[config.mk]
export PLATFORM = sky130hd
export DESIGN_NAME = nmds_sqrt
export DESIGN_NICKNAME = d
export VERILOG_FILES = /design/src/design/nmds_pkg.sv /design/src/design/nmds_sqrt.sv
export SDC_FILE = /design/constraint.sdc
export NUM_CORES = 2
export LEC_CHECK = 0
export CAP_MARGIN = 0
export CORE_MARGIN = 2
export CORE_UTILIZATION = 30
export DETAILED_ROUTE_END_ITERATION = 8
export DONT_BUFFER_PORTS = 1
export GPL_TIMING_DRIVEN = 0
export PLACE_DENSITY = 0.51
export SLEW_MARGIN = 0
export SYNTH_ARGS = -nofsm -noshare
export SYNTH_HDL_FRONTEND = slang
export SYNTH_SLANG_ARGS = --single-unit
[constraint.sdc]
create_clock -name clock -period 9.9 [get_ports clock]
set_input_delay 0.495 -clock clock [delete_from_list [all_inputs] [get_ports clock]]
set_output_delay 0.495 -clock clock [all_outputs]
set_load 0.01 [all_outputs]
[src/design/nmds_pkg.sv]
// Shared types, widths and constants of the normal-mapped diffuse shader.
package nmds_pkg;

   localparam int NUM_AXES   = 3;
   localparam int COMP_W     = 8;                        // texel byte
   localparam int FRAC_W     = 14;                       // Q1.14 fraction bits
   localparam int SQ_W       = 18;                       // sum of three squared bytes
   localparam int ROOT_W     = (SQ_W + 2 * FRAC_W) / 2;  // sqrt of q << 28
   localparam int REM_W      = ROOT_W + 1;               // sqrt remainder
   localparam int QUOT_W     = 15;                       // unit component magnitude
   localparam int DIV_PRE    = 2 * FRAC_W - QUOT_W;      // first divider remainder shift
   localparam int CFG_W      = 16;
   localparam int PROD_W     = 2 * CFG_W;                // component times direction
   localparam int GAIN_SHIFT = 26;
   localparam int SCALED_W   = PROD_W - 1 + CFG_W;       // positive dot times gain
   localparam int INTENS_W   = FRAC_W + 1;               // 0..1.0 in Q.14
   localparam int SHADE_W    = COMP_W + INTENS_W;
   localparam int CSR_IDX_W  = 2;

   localparam logic [INTENS_W-1:0] INTENS_ONE = INTENS_W'(16384);

   typedef enum logic [CSR_IDX_W-1:0] {
      CSR_LIGHT_DIR_X,
      CSR_LIGHT_DIR_Y,
      CSR_LIGHT_DIR_Z,
      CSR_LIGHT_GAIN
   } nmds_csr_type;

   typedef struct packed {
      logic [COMP_W-1:0] red;
      logic [COMP_W-1:0] green;
      logic [COMP_W-1:0] blue;
   } nmds_rgb_type;

   // normal as sign and magnitude of 2c-255 per axis, plus the diffuse texel
   typedef struct packed {
      logic [NUM_AXES-1:0]              neg;
      logic [NUM_AXES-1:0][COMP_W-1:0]  mag;
      nmds_rgb_type                     diffuse;
   } nmds_frag_type;

   typedef struct packed {
      logic signed [CFG_W-1:0] dir_x;
      logic signed [CFG_W-1:0] dir_y;
      logic signed [CFG_W-1:0] dir_z;
      logic        [CFG_W-1:0] gain;
   } nmds_light_type;

   localparam nmds_light_type LIGHT_RESET = '{
      dir_x: 16'sd0,
      dir_y: 16'sd0,
      dir_z: 16'sd16384,
      gain:  16'd4096
   };

   // |2c - 255|, always odd
   function automatic logic [COMP_W-1:0] nmds_mag(input logic [COMP_W-1:0] c);
      logic [COMP_W-1:0] m;
      if (c[COMP_W-1]) begin
         m = {c[COMP_W-2:0], 1'b1};
      end else begin
         m = {~c[COMP_W-2:0], 1'b1};
      end
      return m;
   endfunction

endpackage

[src/design/nmds_sqrt.sv]
// Pipelined integer square root of (squared normal length << 28), one root bit per stage.
module nmds_sqrt (
   input  logic                            clock,
   input  logic                            reset,
   input  logic                            enable,
   input  logic                            in_valid,
   input  nmds_pkg::nmds_frag_type         in_frag,
   output logic                            out_valid,
   output nmds_pkg::nmds_frag_type         out_frag,
   output logic [nmds_pkg::ROOT_W-1:0]     out_root
);

   localparam int N = nmds_pkg::ROOT_W;

   logic                            sq_valid_ff [0:N];
   logic                            sq_valid_in [0:N];
   nmds_pkg::nmds_frag_type         sq_frag_ff  [0:N];
   nmds_pkg::nmds_frag_type         sq_frag_in  [0:N];
   logic [nmds_pkg::SQ_W-1:0]       sq_q_ff     [0:N-1];
   logic [nmds_pkg::SQ_W-1:0]       sq_q_in     [0:N-1];
   logic [nmds_pkg::REM_W-1:0]      sq_rem_ff   [0:N];
   logic [nmds_pkg::REM_W-1:0]      sq_rem_in   [0:N];
   logic [nmds_pkg::ROOT_W-1:0]     sq_root_ff  [0:N];
   logic [nmds_pkg::ROOT_W-1:0]     sq_root_in  [0:N];

   // stage 0: squared length of the unnormalized vector
   assign sq_valid_in[0] = in_valid;
   assign sq_frag_in[0]  = in_frag;
   assign sq_q_in[0]     = nmds_pkg::SQ_W'(in_frag.mag[0]) * nmds_pkg::SQ_W'(in_frag.mag[0])
                         + nmds_pkg::SQ_W'(in_frag.mag[1]) * nmds_pkg::SQ_W'(in_frag.mag[1])
                         + nmds_pkg::SQ_W'(in_frag.mag[2]) * nmds_pkg::SQ_W'(in_frag.mag[2]);
   assign sq_rem_in[0]   = '0;
   assign sq_root_in[0]  = '0;

   for (genvar s = 0; s < N; s++) begin : g_step
      localparam int Bit = N - 1 - s;
      logic [2*N-1:0]                  radicand;
      logic [nmds_pkg::REM_W+1:0]      cur;
      logic [nmds_pkg::REM_W+1:0]      trial;
      logic [nmds_pkg::REM_W+1:0]      diff;
      logic                            take;

      assign radicand = {sq_q_ff[s], {(2 * nmds_pkg::FRAC_W){1'b0}}};
      assign cur      = {sq_rem_ff[s], radicand[2*Bit+1 -: 2]};
      assign trial    = {1'b0, sq_root_ff[s], 2'b01};
      assign diff     = cur - trial;
      assign take     = (cur >= trial);

      assign sq_valid_in[s+1] = sq_valid_ff[s];
      assign sq_frag_in[s+1]  = sq_frag_ff[s];
      assign sq_rem_in[s+1]   = take ? diff[nmds_pkg::REM_W-1:0] : cur[nmds_pkg::REM_W-1:0];
      assign sq_root_in[s+1]  = {sq_root_ff[s][N-2:0], take};
      if (s < N - 1) begin : g_q
         assign sq_q_in[s+1] = sq_q_ff[s];
      end
   end

   always_ff @(posedge clock) begin
      if (reset) begin
         sq_valid_ff <= '{default: 1'b0};
      end else if (enable) begin
         sq_valid_ff <= sq_valid_in;
      end
   end

   always_ff @(posedge clock) begin
      if (enable) begin
         sq_frag_ff <= sq_frag_in;
         sq_q_ff    <= sq_q_in;
         sq_rem_ff  <= sq_rem_in;
         sq_root_ff <= sq_root_in;
      end
   end

   assign out_valid = sq_valid_ff[N];
   assign out_frag  = sq_frag_ff[N];
   assign out_root  = sq_root_ff[N];

endmodule

==> impl_results.md <==
* Die Ht at 544 um
* Primary FF master, synth: edfxtp_1
* Postcts setup bufs at 0
* Reg power frac at 45.2%
* Core Area at 291000 um^2
* Worst-path fanout max at 10
* Drt pass-1 iters at 5
* Async SR Flop Fraction at 0%
* Layout net count at 6455
* Number of distinct library cells after synthesis at 80
* Clock Power Share at 34.4%
* Comb power frac at 20.4%
* Global-route wire length before repair at 231000 um
* Io pins at 130
* GRT Util Overall at 9.53%
* Post-DRT Antenna Nets at 0
* Mapped Nets at 6148
* Clock Latency Late Sink at 0.88 ns
* Power Internal at 18.4 mW
* Leak at 37.5 nW
* Slew HR at 8.41%
* Clk root buf: clkbuf_16
* Worst EP required at 10.53 ns
* Max-cap viol count at 0
* CP arrival at 6.61 ns
* Initial antenna violation count at 4
* Max Slew Vio Count at 0
* Crit path launch type: input pin
* Worst Hold Class: input pin to register
* Vias in the first global route at 45000
* Yosys warns at 0
* Share of the synthesized area in the top cell type at 71.2%
* FMAX at 167 MHz
* Initial Util at 30.1%
* Post-CTS Hold Buffers at 55
* Synth Instances at 5593
* Total power draw at 25.2 mW
* Period utilization at 60.4%
* Die area at 296000 um^2
* Worst Tran Pin Value at 1.37 ns
* Via-to-Cell Ratio at 4.29
* Max Clock Skew at 0.0757 ns
* Worst Setup End Kind: register
* Synth Register Bits at 2098
* Inserted Clock Buffers at 237
* Worst-path clk slew at 0.06 ns
* Routed length per placed instance at 14.2 um
* Seq/Total Area, Yosys at 71.7%
* Die width at 544 um
* Post-CTS Resized at 0
* HPWL after DPL at 89600 um
* Count of input and output buffers at 0
* Synth area leader: edfxtp_1
* GRT Residual Overflow at 0
* Row count at 198
* Area Overhead vs Synth at 15.5%
* Max VDD drop at 567 uV
* Mapped Avg Cell Area at 15.6 um^2
* Final setup viols at 0
* Syn Std Cell Area at 87500 um^2
* Wirelength, routed at 142000 um
* Final GP Congestion at 0.875
* Fraction of layout cells with a size suffix above 1 at 9.06%
* Status: finished, final reports clean
* Final hold vios at 0
* Final setup TNS at 0 ns
* DRC violations left at 0
* EDFF count, synth at 2074
* Initial DRC Count at 2419
* CTS H-tree lvls at 4
* Post-route minimum period at 5.98 ns
* Largest net degree at the start of global routing at 305
* CTS Buffer Depth at 4
* CTS tree: done
* RSZ-0062 raised after global routing: false
* Net switching power at 6.87 mW
* Ranking of synthesized cells by area: edfxtp_1, ha_1, fa_1, inv_1, xnor2_1
* Worst setup path class: input pin to register
* Clock sinks at 2098
* Power Density at 250 nW/um^2
* Sw frac at 27.2%
* DR vias at 43000
[routing by layer]
metal  GRT usage (%)  up-vias  share of wire [%]
met2            16.8      670                 50
met1            10.8    20800                 41
met5               0        -             0.0092
met3            2.15      374                4.4
met4            4.78        2                4.7
li1                -    21100                  -
[layout by cell type, fill, tap and decap left out, types with 54 or more instances in the layout]
cell type,n
ha_1,354
fa_1,146
xor2_1,182
mux2_2,81
dlygate4sd3_1,54
and2_1,67
nor3_1,111
a21o_1,105
a21oi_1,243
xnor2_1,188
clkbuf_16,239
clkbuf_1,95
o21ai_0,176
nand2_1,248
inv_1,545
edfxtp_1,2074
nor2_1,281
[final timing paths]
check / end / startpoint / cells after the start / slack (ns)
max: g_step[0].cur[1] / in_frag[24] / 22 / 3.92
min: sq_frag_ff[679] / enable / 1 / 0.12
max reg2reg: g_step[19].cur[21] / g_step[18].cur[2] / 10 / 5.14
min reg2reg: sq_frag_ff[355] / sq_frag_ff[406] / 0 / 0.37
[cells in the mapped netlist, types with 6 or more instances]
master        n
a2111oi_0     9
a211oi_1     22
a21boi_0      6
a21o_1      105
a21oi_1     243
a221o_1       6
a22o_1        6
a31oi_1      16
a41oi_1       7
and2_1       67
and3_1       23
buf_4        51
clkbuf_1     53
dfxtp_1      24
edfxtp_1   2074
fa_1        146
ha_1        354
inv_1       545
mux2_2       81
mux2i_1      26
nand2_1     248
nand2b_1     46
nand3_1      50
nand3b_1      9
nand4_1      25
nor2_1      281
nor2b_1      51
nor3_1      111
nor3b_1       8
nor4_1       45
o21a_1       50
o21ai_0     176
o21bai_1     31
o31ai_1      29
o41ai_1       7
or2_2        28
or3_1        40
or4_1        26
xnor2_1     188
xor2_1      182
[power by group through the flow]
stage	clock network, mW	registers [mW]	logic (mW)
floorplan	0	11.4	3.87
global placement	0	11.6	4.96
detailed placement	0	11.6	5.12
CTS	9.07	11.4	5.23
global route	9.41	11.5	5.95
finish	8.67	11.4	5.16
[cell type report]
class | count | area, um^2
Antenna cell | 2 | 5.00
Buffer | 118 | 671
Clock buffer | 281 | 6140
Clock inverter | 159 | 1620
Fill cell | 27600 | 190000
Inverter | 545 | 2050
Multi-Input combinational cell | 2832 | 22000
Sequential cell | 2098 | 62800
Tap cell | 3900 | 4880
Timing Repair Buffer | 68 | 903
[stage by stage]
stage               instances  instance area, um^2  hold WS, ns  worst slack [ns]  util (%)
floorplan                5593                87500        0.400              3.71         -
global placement         9493                92400        0.400              3.01      31.8
detailed placement       9502                92600        0.405              3.00      31.9
CTS                      9997               101000       0.0301              3.97      34.7
global route            10000               101000       0.0386              3.56      34.8
finish                  10000               101000        0.115              3.92      34.8
[worst max-delay path, stage by stage]
cell and delay, ns:
and2_1 0.14, inv_1 0.07, fa_1 0.51, fa_1 0.51, fa_1 0.49, inv_1 0.05, fa_1 0.49, inv_1 0.05
fa_1 0.48, fa_1 0.55, inv_1 0.05, fa_1 0.47, ha_1 0.34, nor2b_1 0.15, o21ai_0 0.37, a21oi_1 0.19
o211ai_1 0.27, a21oi_1 0.18, o311ai_0 0.37, nand2b_1 0.09, a21oi_1 0.18, xnor2_1 0.10
[registers in the layout, summed over array words and instances (netlist names)]
signal,cells
sq_valid_ff,23
g_step.cur,502
g_step.trial,253
out_frag,51
sq_frag_ff,1173
out_root,23
g_step.radicand,72
out_valid,1
[kinds of logic after synthesis]
kind of cell	after synthesis	synth area share, %
buf+inv	663	3.10
fa+ha+maj	500	8.40
flops	2098	71.7
other cells	1	0.00429
mux	109	1.37
simple gates	1087	6.20
xor+xnor	370	3.70
compound gates	765	5.48
Power figures use the tool's default switching activity.
