$ cat config.mk
export PLATFORM = sky130hd
export DESIGN_NAME = nmds_div
export DESIGN_NICKNAME = d
export VERILOG_FILES = /design/src/design/nmds_pkg.sv /design/src/design/nmds_div.sv
export SDC_FILE = /design/constraint.sdc
export NUM_CORES = 2
export LEC_CHECK = 0
export BUFFER_PORTS_ARGS = -buffer_cell sky130_fd_sc_hd__buf_2
export CORE_MARGIN = 2
export CORE_UTILIZATION = 40
export CTS_BUF_LIST = sky130_fd_sc_hd__clkbuf_2 sky130_fd_sc_hd__clkbuf_4 sky130_fd_sc_hd__clkbuf_8
export DETAILED_ROUTE_END_ITERATION = 10
export GPL_ROUTABILITY_DRIVEN = 0
export GPL_TIMING_DRIVEN = 0
export PLACE_DENSITY_LB_ADDON = 0.1
export SYNTH_ARGS = -nofsm -noshare
export SYNTH_HDL_FRONTEND = slang
export SYNTH_SLANG_ARGS = --single-unit
$ cat constraint.sdc
create_clock -name clock -period 7.4 [get_ports clock]
set_clock_uncertainty 0.2 [all_clocks]
set_input_delay 0.74 -clock clock [delete_from_list [all_inputs] [get_ports clock]]
set_output_delay 0.74 -clock clock [all_outputs]
set_load 0.05 [all_outputs]
$ cat src/design/nmds_pkg.sv
// Shared types, widths and constants of the normal-mapped diffuse shader.
package nmds_pkg;

   localparam int NUM_AXES   = 3;
   localparam int COMP_W     = 8;                        // texel byte
   localparam int FRAC_W     = 14;                       // Q1.14 fraction bits
   localparam int SQ_W       = 18;                       // sum of three squared bytes
   localparam int ROOT_W     = (SQ_W + 2 * FRAC_W) / 2;  // sqrt of q << 28
   localparam int REM_W      = ROOT_W + 1;               // sqrt remainder
   localparam int QUOT_W     = 15;                       // unit component magnitude
   localparam int DIV_PRE    = 2 * FRAC_W - QUOT_W;      // first divider remainder shift
   localparam int CFG_W      = 16;
   localparam int PROD_W     = 2 * CFG_W;                // component times direction
   localparam int GAIN_SHIFT = 26;
   localparam int SCALED_W   = PROD_W - 1 + CFG_W;       // positive dot times gain
   localparam int INTENS_W   = FRAC_W + 1;               // 0..1.0 in Q.14
   localparam int SHADE_W    = COMP_W + INTENS_W;
   localparam int CSR_IDX_W  = 2;

   localparam logic [INTENS_W-1:0] INTENS_ONE = INTENS_W'(16384);

   typedef enum logic [CSR_IDX_W-1:0] {
      CSR_LIGHT_DIR_X,
      CSR_LIGHT_DIR_Y,
      CSR_LIGHT_DIR_Z,
      CSR_LIGHT_GAIN
   } nmds_csr_type;

   typedef struct packed {
      logic [COMP_W-1:0] red;
      logic [COMP_W-1:0] green;
      logic [COMP_W-1:0] blue;
   } nmds_rgb_type;

   // normal as sign and magnitude of 2c-255 per axis, plus the diffuse texel
   typedef struct packed {
      logic [NUM_AXES-1:0]              neg;
      logic [NUM_AXES-1:0][COMP_W-1:0]  mag;
      nmds_rgb_type                     diffuse;
   } nmds_frag_type;

   typedef struct packed {
      logic signed [CFG_W-1:0] dir_x;
      logic signed [CFG_W-1:0] dir_y;
      logic signed [CFG_W-1:0] dir_z;
      logic        [CFG_W-1:0] gain;
   } nmds_light_type;

   localparam nmds_light_type LIGHT_RESET = '{
      dir_x: 16'sd0,
      dir_y: 16'sd0,
      dir_z: 16'sd16384,
      gain:  16'd4096
   };

   // |2c - 255|, always odd
   function automatic logic [COMP_W-1:0] nmds_mag(input logic [COMP_W-1:0] c);
      logic [COMP_W-1:0] m;
      if (c[COMP_W-1]) begin
         m = {c[COMP_W-2:0], 1'b1};
      end else begin
         m = {~c[COMP_W-2:0], 1'b1};
      end
      return m;
   endfunction

endpackage

$ cat src/design/nmds_div.sv
// Pipelined three-lane restoring divider: |u| * 2^28 / root, one quotient bit per stage.
module nmds_div (
   input  logic                                                    clock,
   input  logic                                                    reset,
   input  logic                                                    enable,
   input  logic                                                    in_valid,
   input  nmds_pkg::nmds_frag_type                                 in_frag,
   input  logic [nmds_pkg::ROOT_W-1:0]                             in_root,
   output logic                                                    out_valid,
   output nmds_pkg::nmds_frag_type                                 out_frag,
   output logic [nmds_pkg::NUM_AXES-1:0][nmds_pkg::QUOT_W-1:0]     out_quot
);

   localparam int N = nmds_pkg::QUOT_W;

   typedef logic [nmds_pkg::NUM_AXES-1:0][nmds_pkg::ROOT_W-1:0] rem_type;
   typedef logic [nmds_pkg::NUM_AXES-1:0][nmds_pkg::QUOT_W-1:0] quot_type;

   logic                            dv_valid_ff [1:N];
   logic                            dv_valid_in [1:N];
   nmds_pkg::nmds_frag_type         dv_frag_ff  [1:N];
   nmds_pkg::nmds_frag_type         dv_frag_in  [1:N];
   logic [nmds_pkg::ROOT_W-1:0]     dv_root_ff  [1:N];
   logic [nmds_pkg::ROOT_W-1:0]     dv_root_in  [1:N];
   rem_type                         dv_rem_ff   [1:N];
   rem_type                         dv_rem_in   [1:N];
   quot_type                        dv_quot_ff  [1:N];
   quot_type                        dv_quot_in  [1:N];

   // operands seen by each step
   logic                            src_valid [0:N-1];
   nmds_pkg::nmds_frag_type         src_frag  [0:N-1];
   logic [nmds_pkg::ROOT_W-1:0]     src_root  [0:N-1];
   rem_type                         src_rem   [0:N-1];
   quot_type                        src_quot  [0:N-1];

   // quotient fits 15 bits, so the top of the dividend is already below the root
   assign src_valid[0] = in_valid;
   assign src_frag[0]  = in_frag;
   assign src_root[0]  = in_root;
   assign src_quot[0]  = '0;
   for (genvar k = 0; k < nmds_pkg::NUM_AXES; k++) begin : g_pre
      assign src_rem[0][k] = nmds_pkg::ROOT_W'({in_frag.mag[k], {nmds_pkg::DIV_PRE{1'b0}}});
   end

   for (genvar s = 1; s < N; s++) begin : g_src
      assign src_valid[s] = dv_valid_ff[s];
      assign src_frag[s]  = dv_frag_ff[s];
      assign src_root[s]  = dv_root_ff[s];
      assign src_rem[s]   = dv_rem_ff[s];
      assign src_quot[s]  = dv_quot_ff[s];
   end

   for (genvar s = 0; s < N; s++) begin : g_step
      assign dv_valid_in[s+1] = src_valid[s];
      assign dv_frag_in[s+1]  = src_frag[s];
      assign dv_root_in[s+1]  = src_root[s];
      for (genvar k = 0; k < nmds_pkg::NUM_AXES; k++) begin : g_lane
         logic [nmds_pkg::ROOT_W:0] cur;
         logic [nmds_pkg::ROOT_W:0] diff;
         logic                      take;

         assign cur  = {src_rem[s][k], 1'b0};
         assign diff = cur - {1'b0, src_root[s]};
         assign take = (cur >= {1'b0, src_root[s]});
         assign dv_rem_in[s+1][k]  = take ? diff[nmds_pkg::ROOT_W-1:0]
                                          : cur[nmds_pkg::ROOT_W-1:0];
         assign dv_quot_in[s+1][k] = {src_quot[s][k][N-2:0], take};
      end
   end

   always_ff @(posedge clock) begin
      if (reset) begin
         dv_valid_ff <= '{default: 1'b0};
      end else if (enable) begin
         dv_valid_ff <= dv_valid_in;
      end
   end

   always_ff @(posedge clock) begin
      if (enable) begin
         dv_frag_ff <= dv_frag_in;
         dv_root_ff <= dv_root_in;
         dv_rem_ff  <= dv_rem_in;
         dv_quot_ff <= dv_quot_in;
      end
   end

   assign out_valid = dv_valid_ff[N];
   assign out_frag  = dv_frag_ff[N];
   assign out_quot  = dv_quot_ff[N];

endmodule

==> flow_summary.ini <==
[status]
outcome = completed

[pwr]
p_seq_share_pct = 35.6
p_int_mw = 37.91
ir_drop_v = 0.0001757
switching_share_pct = 39.42
powerDensity_nw_per_um2 = 429.9
p_switching_mw = 24.67
p_total_mw = 62.58
power.share.clock_pct = 19.4
power_leakage_nw = 57.04
pwr-share-comb_pct = 45.0

[timing]
slew_viol_final = 0
setup_tns_ns = 0
layout_worst_path_cycle_share_pct = 77.18
grt_setup_unrepaired = no
hold_viol_final = 0
fmax_ghz = 0.1751
setup-violations-final = 0
tightest_slew_ns = 1.408
fin_crit_ns = 5.711
relSlewSlack_pct = 4.927
whs_ns = 0.1255

[clock_network]
path_clk_slew_ns = 0.06
cts_sinks = 2428
cts_tree = done
post_cts_buffers = 0
cts_hold_buf = 81
cts.repair.resized = 0
cts_made_buffers = 417
clock_latency_ns = 1.14
clock-root-buffer = clkbuf_8
cts_buffer_depth = 4
cts_htree_levels = 5

[worst_setup_path]
critical_path_buf_inv_count = 3
cp.arrival_ns = 6.44
cp_max_fo = 10
worstSetupStartpoint = dv_root_ff[92]
crit_path_frequent_cell = a21oi_1
cpPeakStageDelay_ns = 1.12
crit_family = compound AO/OA/AOI/OAI gates
path_cells = inv_1 -> fa_1 -> a21o_1 -> a21oi_1 -> nor2_1 -> o41ai_1 -> a31oi_1 -> o211ai_1 -> nand3_1 -> clkbuf_1 -> buf_1 -> a21oi_1
cp.required_ns = 8.13
critical_path.startpoint_type = flip-flop
path_class = flip-flop to flip-flop
end_kind = flip-flop
crit_slowest_cell = o41ai_1
reg2reg_from = dv_root_ff[92]

[cells_and_area]
nets = 12400
final_common_cell = edfxtp_1
layout-drive-gt1-share_pct = 12.76
layout_common_cells = edfxtp_1 (2413), ha_1 (988), a21oi_1 (859), nor2_1 (681), nand2_1 (655)
fin_cells = 15950
fin_util_pct = 45.00
area_growth_pct = 12.11

[floorplanning]
core_um2 = 323500
die_width_um = 573.8
initial_core_util_pct = 40.14
die_h_um = 573.8
num_rows = 209
die-area_um2 = 329200
ios = 175

[routing]
ant_nets = 0
via_count = 87510
drtPass1Iterations = 6
post_drt_wl_per_cell_um = 22.34
post-route-drc-count = 0
vias_per_cell = 5.487
drtIter0Drc = 7939
wirelength_mm = 356.4

[yosys]
ys_warn_count = 0
syn_inst = 10610
syn_area_per_cell_um2 = 12.24
syn_area_um2 = 129900
synth_cell_types = 101
synth_edf_count = 2413
ys_seq_area_share_pct = 56.03
ys_ff_latch = 2428
async_flop_share_pct = 0
synth_largest_area_cell = edfxtp_1
ys.flop_type = edfxtp_1
synth_top_area_share_pct = 55.80
synth_fp_nets = 11710
netlist_top_cells_area = edfxtp_1 (56%), ha_1 (9.5%), mux2_2 (3.4%)

[job]
cap_violations = 0

[placed_design]
portBuffers = 174
post-dp-hpwl_mm = 272.6
place_inst = 15120

[grt]
grt_pass1_vias = 85650
track_usage_pct = 20.98
overflow = 0
antenna_found_initial = 12
grt_max_degree = 182
grt_pass1_wl_mm = 527.4

[hold_path]
hold_path_class = input pin to flip-flop
hold_start = in_root[14]
-- stage by stage --
stage | setup WS, ns | area (µm²)
after floorplan | 3.534 | 129900
after CTS | 1.770 | 145500
after detailed placement | 1.799 | 136600
after global placement | -34.23 | 136100
final | 1.689 | 145600
after global routing | 1.419 | 145600
-- cells by family after synthesis --
kind of cell               count (synthesis)  synth area share, %
AOI/OAI and AO/OA                       2783                13.65
DFF                                     2428                56.03
and+or+nand+nor                         2326                8.545
adders and majority gates               1027                10.12
buffers and inverters                    858                2.842
xor gates and xnor gates                 750                5.058
muxes                                    435                3.755
-- layout make-up --
type / count / area, µm²
Antenna cell: 14 / 35.03
Buffer: 298 / 1589
Clock buffer: 541 / 6714
Clock inverter: 193 / 1460
Fill cell: 29610 / 177900
Inverter: 560 / 2102
Multi-Input combinational cell: 7321 / 53420
Sequential cell: 2428 / 72760
Tap cell: 4325 / 5411
Timing Repair Buffer: 270 / 2090
-- path summary, 6_finish.rpt --
path                     endpoint  slack [ns]  depth (start not counted)
setup / recovery   dv_rem_ff[219]        1.69                         12
hold / removal    dv_root_ff[336]        0.13                          2
setup reg to reg   dv_rem_ff[219]        1.69                         12
hold reg to reg   dv_frag_ff[438]        0.18                          0
-- power groups by stage --
stage | sequential [mW] | combinational (mW) | clock [mW]
final | 22.3 | 28.1 | 12.1
after global routing | 22.6 | 30.8 | 13.2
after CTS | 22.4 | 27.8 | 12.6
after detailed placement | 22.6 | 27.6 | 0
after global placement | 23.6 | 27.2 | 0
after floorplan | 21.1 | 19.9 | 0
-- metal layers --
layer / routed length, µm / track usage (%)
met5: 0 / 0
met4: 13470 / 7.573
met3: 20000 / 2.985
met2: 164000 / 33.81
met1: 158900 / 28.82
-- synthesized netlist by cell type (all sizes together), types with 29 or more instances --
| cell type | count |
|---|---|
| a2111oi | 35 |
| a211o | 31 |
| a211oi | 89 |
| a21o | 438 |
| a21oi | 864 |
| a31o | 29 |
| a31oi | 74 |
| and2 | 52 |
| and3 | 78 |
| buf | 165 |
| clkbuf | 133 |
| edfxtp | 2413 |
| fa | 39 |
| ha | 988 |
| inv | 559 |
| mux2 | 411 |
| nand2 | 655 |
| nand2b | 115 |
| nand3 | 146 |
| nand4 | 114 |
| nor2 | 681 |
| nor2b | 106 |
| nor3 | 147 |
| nor4 | 35 |
| o21a | 134 |
| o21ai | 620 |
| o21bai | 107 |
| o31ai | 70 |
| or2 | 35 |
| or3 | 57 |
| xnor2 | 465 |
| xor2 | 285 |
-- registers in the layout, summed over array words and instances (netlist names) --
signal       cells
dv_rem_ff      966
dv_frag_ff     714
dv_root_ff     322
dv_quot_ff     315
out_frag        51
out_quot        45
dv_valid_ff     14
out_valid        1
-- worst register-to-register path, delay by kind of cell, from the launching register on --
| family | cells | cell delay (ns) |
|---|---|---|
| AO/OA/AOI/OAI | 6 | 2.42 |
| buffers and inverters | 3 | 1.21 |
| AND/OR/NAND/NOR | 2 | 0.69 |
| flip-flops | 1 | 0.51 |
| adder cells (fa/ha/maj) | 1 | 0.51 |
(Power assumes the default switching activity.)
