===== config.mk =====
export PLATFORM = sky130hd
export DESIGN_NAME = nmds_light
export DESIGN_NICKNAME = d
export VERILOG_FILES = /design/src/design/nmds_pkg.sv /design/src/design/nmds_light.sv
export SDC_FILE = /design/constraint.sdc
export NUM_CORES = 2
export LEC_CHECK = 0
export BUFFER_PORTS_ARGS = -buffer_cell sky130_fd_sc_hd__buf_2
export CORE_MARGIN = 1.5
export CORE_UTILIZATION = 55
export CTS_BUF_LIST = sky130_fd_sc_hd__clkbuf_4 sky130_fd_sc_hd__clkbuf_8
export CTS_CLUSTER_SIZE = 14
export DETAILED_ROUTE_END_ITERATION = 8
export GPL_TIMING_DRIVEN = 1
export PLACE_DENSITY_LB_ADDON = 0.2
export SYNTH_ARGS = -nofsm -noshare
export SYNTH_HDL_FRONTEND = slang
export SYNTH_SLANG_ARGS = --single-unit

===== constraint.sdc =====
create_clock -name clock -period 11.6 [get_ports clock]
set_input_delay 1.74 -clock clock [delete_from_list [all_inputs] [get_ports clock]]
set_output_delay 1.74 -clock clock [all_outputs]
set_load 0.01 [all_outputs]

===== src/design/nmds_pkg.sv =====
// Shared types, widths and constants of the normal-mapped diffuse shader.
package nmds_pkg;

   localparam int NUM_AXES   = 3;
   localparam int COMP_W     = 8;                        // texel byte
   localparam int FRAC_W     = 14;                       // Q1.14 fraction bits
   localparam int SQ_W       = 18;                       // sum of three squared bytes
   localparam int ROOT_W     = (SQ_W + 2 * FRAC_W) / 2;  // sqrt of q << 28
   localparam int REM_W      = ROOT_W + 1;               // sqrt remainder
   localparam int QUOT_W     = 15;                       // unit component magnitude
   localparam int DIV_PRE    = 2 * FRAC_W - QUOT_W;      // first divider remainder shift
   localparam int CFG_W      = 16;
   localparam int PROD_W     = 2 * CFG_W;                // component times direction
   localparam int GAIN_SHIFT = 26;
   localparam int SCALED_W   = PROD_W - 1 + CFG_W;       // positive dot times gain
   localparam int INTENS_W   = FRAC_W + 1;               // 0..1.0 in Q.14
   localparam int SHADE_W    = COMP_W + INTENS_W;
   localparam int CSR_IDX_W  = 2;

   localparam logic [INTENS_W-1:0] INTENS_ONE = INTENS_W'(16384);

   typedef enum logic [CSR_IDX_W-1:0] {
      CSR_LIGHT_DIR_X,
      CSR_LIGHT_DIR_Y,
      CSR_LIGHT_DIR_Z,
      CSR_LIGHT_GAIN
   } nmds_csr_type;

   typedef struct packed {
      logic [COMP_W-1:0] red;
      logic [COMP_W-1:0] green;
      logic [COMP_W-1:0] blue;
   } nmds_rgb_type;

   // normal as sign and magnitude of 2c-255 per axis, plus the diffuse texel
   typedef struct packed {
      logic [NUM_AXES-1:0]              neg;
      logic [NUM_AXES-1:0][COMP_W-1:0]  mag;
      nmds_rgb_type                     diffuse;
   } nmds_frag_type;

   typedef struct packed {
      logic signed [CFG_W-1:0] dir_x;
      logic signed [CFG_W-1:0] dir_y;
      logic signed [CFG_W-1:0] dir_z;
      logic        [CFG_W-1:0] gain;
   } nmds_light_type;

   localparam nmds_light_type LIGHT_RESET = '{
      dir_x: 16'sd0,
      dir_y: 16'sd0,
      dir_z: 16'sd16384,
      gain:  16'd4096
   };

   // |2c - 255|, always odd
   function automatic logic [COMP_W-1:0] nmds_mag(input logic [COMP_W-1:0] c);
      logic [COMP_W-1:0] m;
      if (c[COMP_W-1]) begin
         m = {c[COMP_W-2:0], 1'b1};
      end else begin
         m = {~c[COMP_W-2:0], 1'b1};
      end
      return m;
   endfunction

endpackage


===== src/design/nmds_light.sv =====
// Lighting stages: dot product with the light, gain, clamp and diffuse scaling.
module nmds_light (
   input  logic                                                    clock,
   input  logic                                                    reset,
   input  logic                                                    enable,
   input  nmds_pkg::nmds_light_type                                light,
   input  logic                                                    in_valid,
   input  nmds_pkg::nmds_frag_type                                 in_frag,
   input  logic [nmds_pkg::NUM_AXES-1:0][nmds_pkg::QUOT_W-1:0]     in_quot,
   output logic                                                    out_valid,
   output nmds_pkg::nmds_rgb_type                                  out_rgb
);

   logic signed [nmds_pkg::CFG_W-1:0]    comp [nmds_pkg::NUM_AXES];
   logic signed [nmds_pkg::CFG_W-1:0]    dir  [nmds_pkg::NUM_AXES];

   logic                                 l1_valid_ff, l1_valid_in;
   nmds_pkg::nmds_rgb_type               l1_rgb_ff, l1_rgb_in;
   logic signed [nmds_pkg::PROD_W-1:0]   l1_prod_ff [nmds_pkg::NUM_AXES];
   logic signed [nmds_pkg::PROD_W-1:0]   l1_prod_in [nmds_pkg::NUM_AXES];

   logic                                 l2_valid_ff, l2_valid_in;
   nmds_pkg::nmds_rgb_type               l2_rgb_ff, l2_rgb_in;
   logic signed [nmds_pkg::PROD_W-1:0]   l2_dot_ff, l2_dot_in;

   logic                                 l3_valid_ff, l3_valid_in;
   nmds_pkg::nmds_rgb_type               l3_rgb_ff, l3_rgb_in;
   logic [nmds_pkg::SCALED_W-1:0]        l3_scaled_ff, l3_scaled_in;

   logic [nmds_pkg::SCALED_W-nmds_pkg::GAIN_SHIFT-1:0] intens_full;
   logic [nmds_pkg::INTENS_W-1:0]        intens;
   logic [nmds_pkg::SHADE_W-1:0]         shade_r, shade_g, shade_b;

   assign dir[0] = light.dir_x;
   assign dir[1] = light.dir_y;
   assign dir[2] = light.dir_z;

   // signed unit component times light direction, Q2.28
   always_comb begin
      for (int k = 0; k < nmds_pkg::NUM_AXES; k++) begin
         comp[k] = signed'({1'b0, in_quot[k]});
         if (in_frag.neg[k]) begin
            comp[k] = -comp[k];
         end
         l1_prod_in[k] = comp[k] * dir[k];
      end
   end
   assign l1_valid_in = in_valid;
   assign l1_rgb_in   = in_frag.diffuse;

   // three terms of at most 2^29 each cannot overflow 32 bits
   assign l2_valid_in = l1_valid_ff;
   assign l2_rgb_in   = l1_rgb_ff;
   assign l2_dot_in   = l1_prod_ff[0] + l1_prod_ff[1] + l1_prod_ff[2];

   assign l3_valid_in  = l2_valid_ff;
   assign l3_rgb_in    = l2_rgb_ff;
   assign l3_scaled_in = (l2_dot_ff > 0)
                       ? nmds_pkg::SCALED_W'(l2_dot_ff[nmds_pkg::PROD_W-2:0])
                         * nmds_pkg::SCALED_W'(light.gain)
                       : '0;

   always_ff @(posedge clock) begin
      if (reset) begin
         l1_valid_ff <= 1'b0;
         l2_valid_ff <= 1'b0;
         l3_valid_ff <= 1'b0;
      end else if (enable) begin
         l1_valid_ff <= l1_valid_in;
         l2_valid_ff <= l2_valid_in;
         l3_valid_ff <= l3_valid_in;
      end
   end

   always_ff @(posedge clock) begin
      if (enable) begin
         l1_rgb_ff    <= l1_rgb_in;
         l1_prod_ff   <= l1_prod_in;
         l2_rgb_ff    <= l2_rgb_in;
         l2_dot_ff    <= l2_dot_in;
         l3_rgb_ff    <= l3_rgb_in;
         l3_scaled_ff <= l3_scaled_in;
      end
   end

   // clamp to 1.0 and scale each channel, truncating
   assign intens_full = l3_scaled_ff[nmds_pkg::SCALED_W-1:nmds_pkg::GAIN_SHIFT];
   assign intens = (intens_full > (nmds_pkg::SCALED_W - nmds_pkg::GAIN_SHIFT)'(nmds_pkg::INTENS_ONE))
                 ? nmds_pkg::INTENS_ONE
                 : intens_full[nmds_pkg::INTENS_W-1:0];

   assign shade_r = nmds_pkg::SHADE_W'(l3_rgb_ff.red)   * nmds_pkg::SHADE_W'(intens);
   assign shade_g = nmds_pkg::SHADE_W'(l3_rgb_ff.green) * nmds_pkg::SHADE_W'(intens);
   assign shade_b = nmds_pkg::SHADE_W'(l3_rgb_ff.blue)  * nmds_pkg::SHADE_W'(intens);

   assign out_valid     = l3_valid_ff;
   assign out_rgb.red   = shade_r[nmds_pkg::FRAC_W +: nmds_pkg::COMP_W];
   assign out_rgb.green = shade_g[nmds_pkg::FRAC_W +: nmds_pkg::COMP_W];
   assign out_rgb.blue  = shade_b[nmds_pkg::FRAC_W +: nmds_pkg::COMP_W];

endmodule


==> impl_metrics.yaml <==
routing:
  vias: 45000
  vias_per_cell: 5.38
  drtPass1Iterations: 6
  ant_nets: 0
  drtIter0Drc: 2414
  routed_wl_um: 147000
  avgRoutedWirePerCell_um: 17.6
  route.detailed.drc: 0
placed_design:
  hpwl_um: 116000
  globalplace.congestion: 0.860
  portBuffers: 164
clock_tree:
  hold_buffers: 0
  cts_tree: "built"
  cts-root-buf: "clkbuf_8"
  cts-buffers-inserted: 41
  cts_max_path_buffers: 3
  ctsResizeCount: 0
  cts_sinks: 224
  post_cts_buffers: 0
  insertion_delay_ns: 0.63
  htree_levels: 2
  clk_pin_slew_ns: 0.07
timing:
  worst_pin_slew_ns: 1.10
  finalCritPeriodShare: 0.898
  rsz0062_at_grt: "no"
  whs_ns: 0.409
  hold_violations: 0
  clock-skew-final_ns: 0.0403
  drv_slew: 0
  max_freq_mhz: 96.0
  max-slew-margin-rel: 0.263
  final-setup-viol-count: 0
  timing.setup.tns_ns: 0
  period_minus_slack_ns: 10.41
critical_path:
  worstSetupPathType: "reg2out"
  ff2ff_setup_slack_ns: 4.32
  crit_fanout: 76
  r2r_cells: 19
  cpMostUsedCell: "fa_1"
  crit_path_top_delay_cell: "edfxtp_1"
  arrival_ns: 8.67
  r2r_start: "l2_dot_ff[14]"
  path_cells: "nor4_1 > a41oi_1 > nor2_4 > buf_4 > and2_1 > nand2_1 > fa_1 > fa_1 > inv_1 > fa_1 > inv_1 > fa_1 > inv_1 > ha_1 > a2111oi_0 > nand2_1 > nor2_1 > a22oi_1 > a41o_1 > o21a_1 > o31ai_1 > nor2b_1 > xnor2_1 > buf_2"
  cp_top_family: "simple AND/OR/NAND/NOR gates"
  crit_path_start_kind: "register"
  path_buf_inv: 5
  critPathCaptureType: "output pin"
  required_ns: 9.86
  r2r_end: "l3_scaled_ff[39]"
  max_stage_delay_ns: 0.70
grt:
  grtUsageMet3: 0.0270
  busiest_layer: "met2"
  grt_pass1_wl_um: 248000
  gr-usage-met2: 0.460
  grt_usage: 0.261
  grtUsageMet1: 0.342
  grt_max_degree: 82
  grt_pass1_vias: 49100
  antenna_found_initial: 1
  gr-total-overflow: 0
synth:
  syn_area_per_cell_um2: 9.39
  synthXorXnorAreaFrac: 0.0312
  synthArstFlopShare: 0
  synthSimpleGateAreaFrac: 0.153
  syn_inst: 6847
  synth_top_flop_cell: "edfxtp_1"
  synth_top_family_by_area: "adder cells"
  ys_types: 75
  synth-seq-cells: 224
  ys_warn_count: 0
  mappedNetlistNets: 8969
  synth_area_um2: 64300
  synth_adder_area_share: 0.550
  synth_mux_area_frac: 0.000954
  ys_seq_area_frac: 0.104
  synth_edf_count: 221
  synth-compound-area-share: 0.0458
run_status:
  status: "finished, final reports clean"
die:
  row_count: 125
  die-area_um2: 119000
  coreArea_um2: 116000
  io_pins: 189
  fp.dieW_um: 345
  die_h_um: 345
  start_util: 0.554
layout:
  fillers: 10200
  final_layout_size_suffix_gt1_frac: 0.0479
  register_area_um2: 6700
  finish.net_count: 8935
  syn_to_final_growth_pct: 4.68
  multi_input_area_um2: 50500
flow_run:
  maxCapViolCount: 0
hold_path:
  hp-class: "reg2reg"
  hp-start: "l2_rgb_ff[15]"
  worst_hold_path.endpoint: "l3_rgb_ff[15]"
  holdPathStages: 0
## stage by stage
step	utilization	setup WS [ns]	area [um2]	std cells
final	0.580	1.19	67300	8373
after global routing	0.580	0.669	67300	8371
after CTS	0.580	1.17	67300	8370
after detailed placement	0.573	1.54	66500	8294
after global placement	0.573	1.69	66500	8294
after floorplan	-	2.32	64300	6847
## cell usage in the layout (no fill, tap or decap), drive strengths merged, types with 11 or more instances in the layout
master  instances
a211oi         14
a21o           55
a21oi         146
a31oi          14
and2          564
and3          179
buf           197
clkbuf         54
clkinv         17
edfxtp        221
fa           1449
ha            509
inv          1694
nand2         935
nand2b         24
nand3          25
nand4          22
nor2          138
nor2b          21
nor3           30
nor4           17
o211ai         11
o21a           14
o21ai         103
o21bai         28
o31ai          19
or3            13
xnor2         179
xor2           50
## synthesized netlist by cell type, types with 21 or more instances
| cell | instances | area share |
|---|---|---|
| nor2b_1 | 21 | 0.0020 |
| clkbuf_1 | 266 | 0.016 |
| edfxtp_1 | 221 | 0.10 |
| nand3_1 | 25 | 0.0019 |
| nand2_1 | 935 | 0.055 |
| and3_1 | 179 | 0.017 |
| xor2_1 | 50 | 0.0068 |
| nor3_1 | 30 | 0.0023 |
| nor2_1 | 138 | 0.0081 |
| fa_1 | 1449 | 0.45 |
| xnor2_1 | 179 | 0.024 |
| a21oi_1 | 146 | 0.011 |
| nand4_1 | 22 | 0.0021 |
| nand2b_1 | 24 | 0.0023 |
| o21bai_1 | 28 | 0.0033 |
| ha_1 | 509 | 0.099 |
| and2_1 | 557 | 0.054 |
| inv_1 | 1691 | 0.099 |
| a21o_1 | 55 | 0.0064 |
| o21ai_0 | 102 | 0.0079 |
## worst max path at each step
stage / start / endpoint / cells past startpoint
2_1_floorplan: in_quot[3] / l1_prod_ff[94] / 28
3_3_place_gp: in_quot[30] / l1_prod_ff[30] / 25
3_5_place_dp: in_quot[35] / l1_prod_ff[30] / 25
4_1_cts: l3_scaled_ff[31] / out_rgb[21] / 24
5_1_grt: l3_scaled_ff[31] / out_rgb[21] / 24
6_report: l3_scaled_ff[31] / out_rgb[21] / 24
## kinds of logic (layout without fill, tap and decap cells)
group                    after synthesis  count (layout)
AO/OA/AOI/OAI                        465             465
XOR/XNOR                             229             229
adder cells (fa/ha/maj)             1958            1958
buffers and inverters               1965            1964
flip-flops                           224             224
multiplexers                           6               6
other                                  0               3
AND/OR/NAND/NOR                     2000            2000
## area by class of cell
cell class                 count  share of cell area
multi-input combinational   4658               0.750
inverter                    1691              0.0943
timing repair buffer         197              0.0160
tap                         1524              0.0283
antenna                        3            0.000112
clock inverter                22             0.00204
sequential                   224              0.0995
clock buffer                  54              0.0100
## worst register-to-register path, delay by kind of cell, from the launching register on
kind / cells / cell delay (ns)
and+or+nand+nor: 4 / 1.10
muxes: 1 / 0.36
DFF: 1 / 1.01
AOI/OAI and AO/OA: 4 / 1.07
buffers and inverters: 3 / 0.15
adders and majority gates: 7 / 3.35
## sequential cells by signal (all words and copies together), names as in the netlist
register	cells
l2_dot_ff	32
l2_rgb_ff	24
l3_scaled_ff	21
l2_valid_ff	1
l1_prod_ff	96
l3_rgb_ff	24
out_valid	1
l1_valid_ff	1
l1_rgb_ff	24
## layer usage
| metal | vias up | part of all wire |
|---|---|---|
| met2 | 1213 | 0.51 |
| met5 | - | 0 |
| li1 | 20300 | - |
| met1 | 23200 | 0.41 |
| met4 | 0 | 0.030 |
| met3 | 275 | 0.051 |
Power is not shown: default switching activity piles up to over one toggle a cycle in this logic, so the estimate is an artifact.
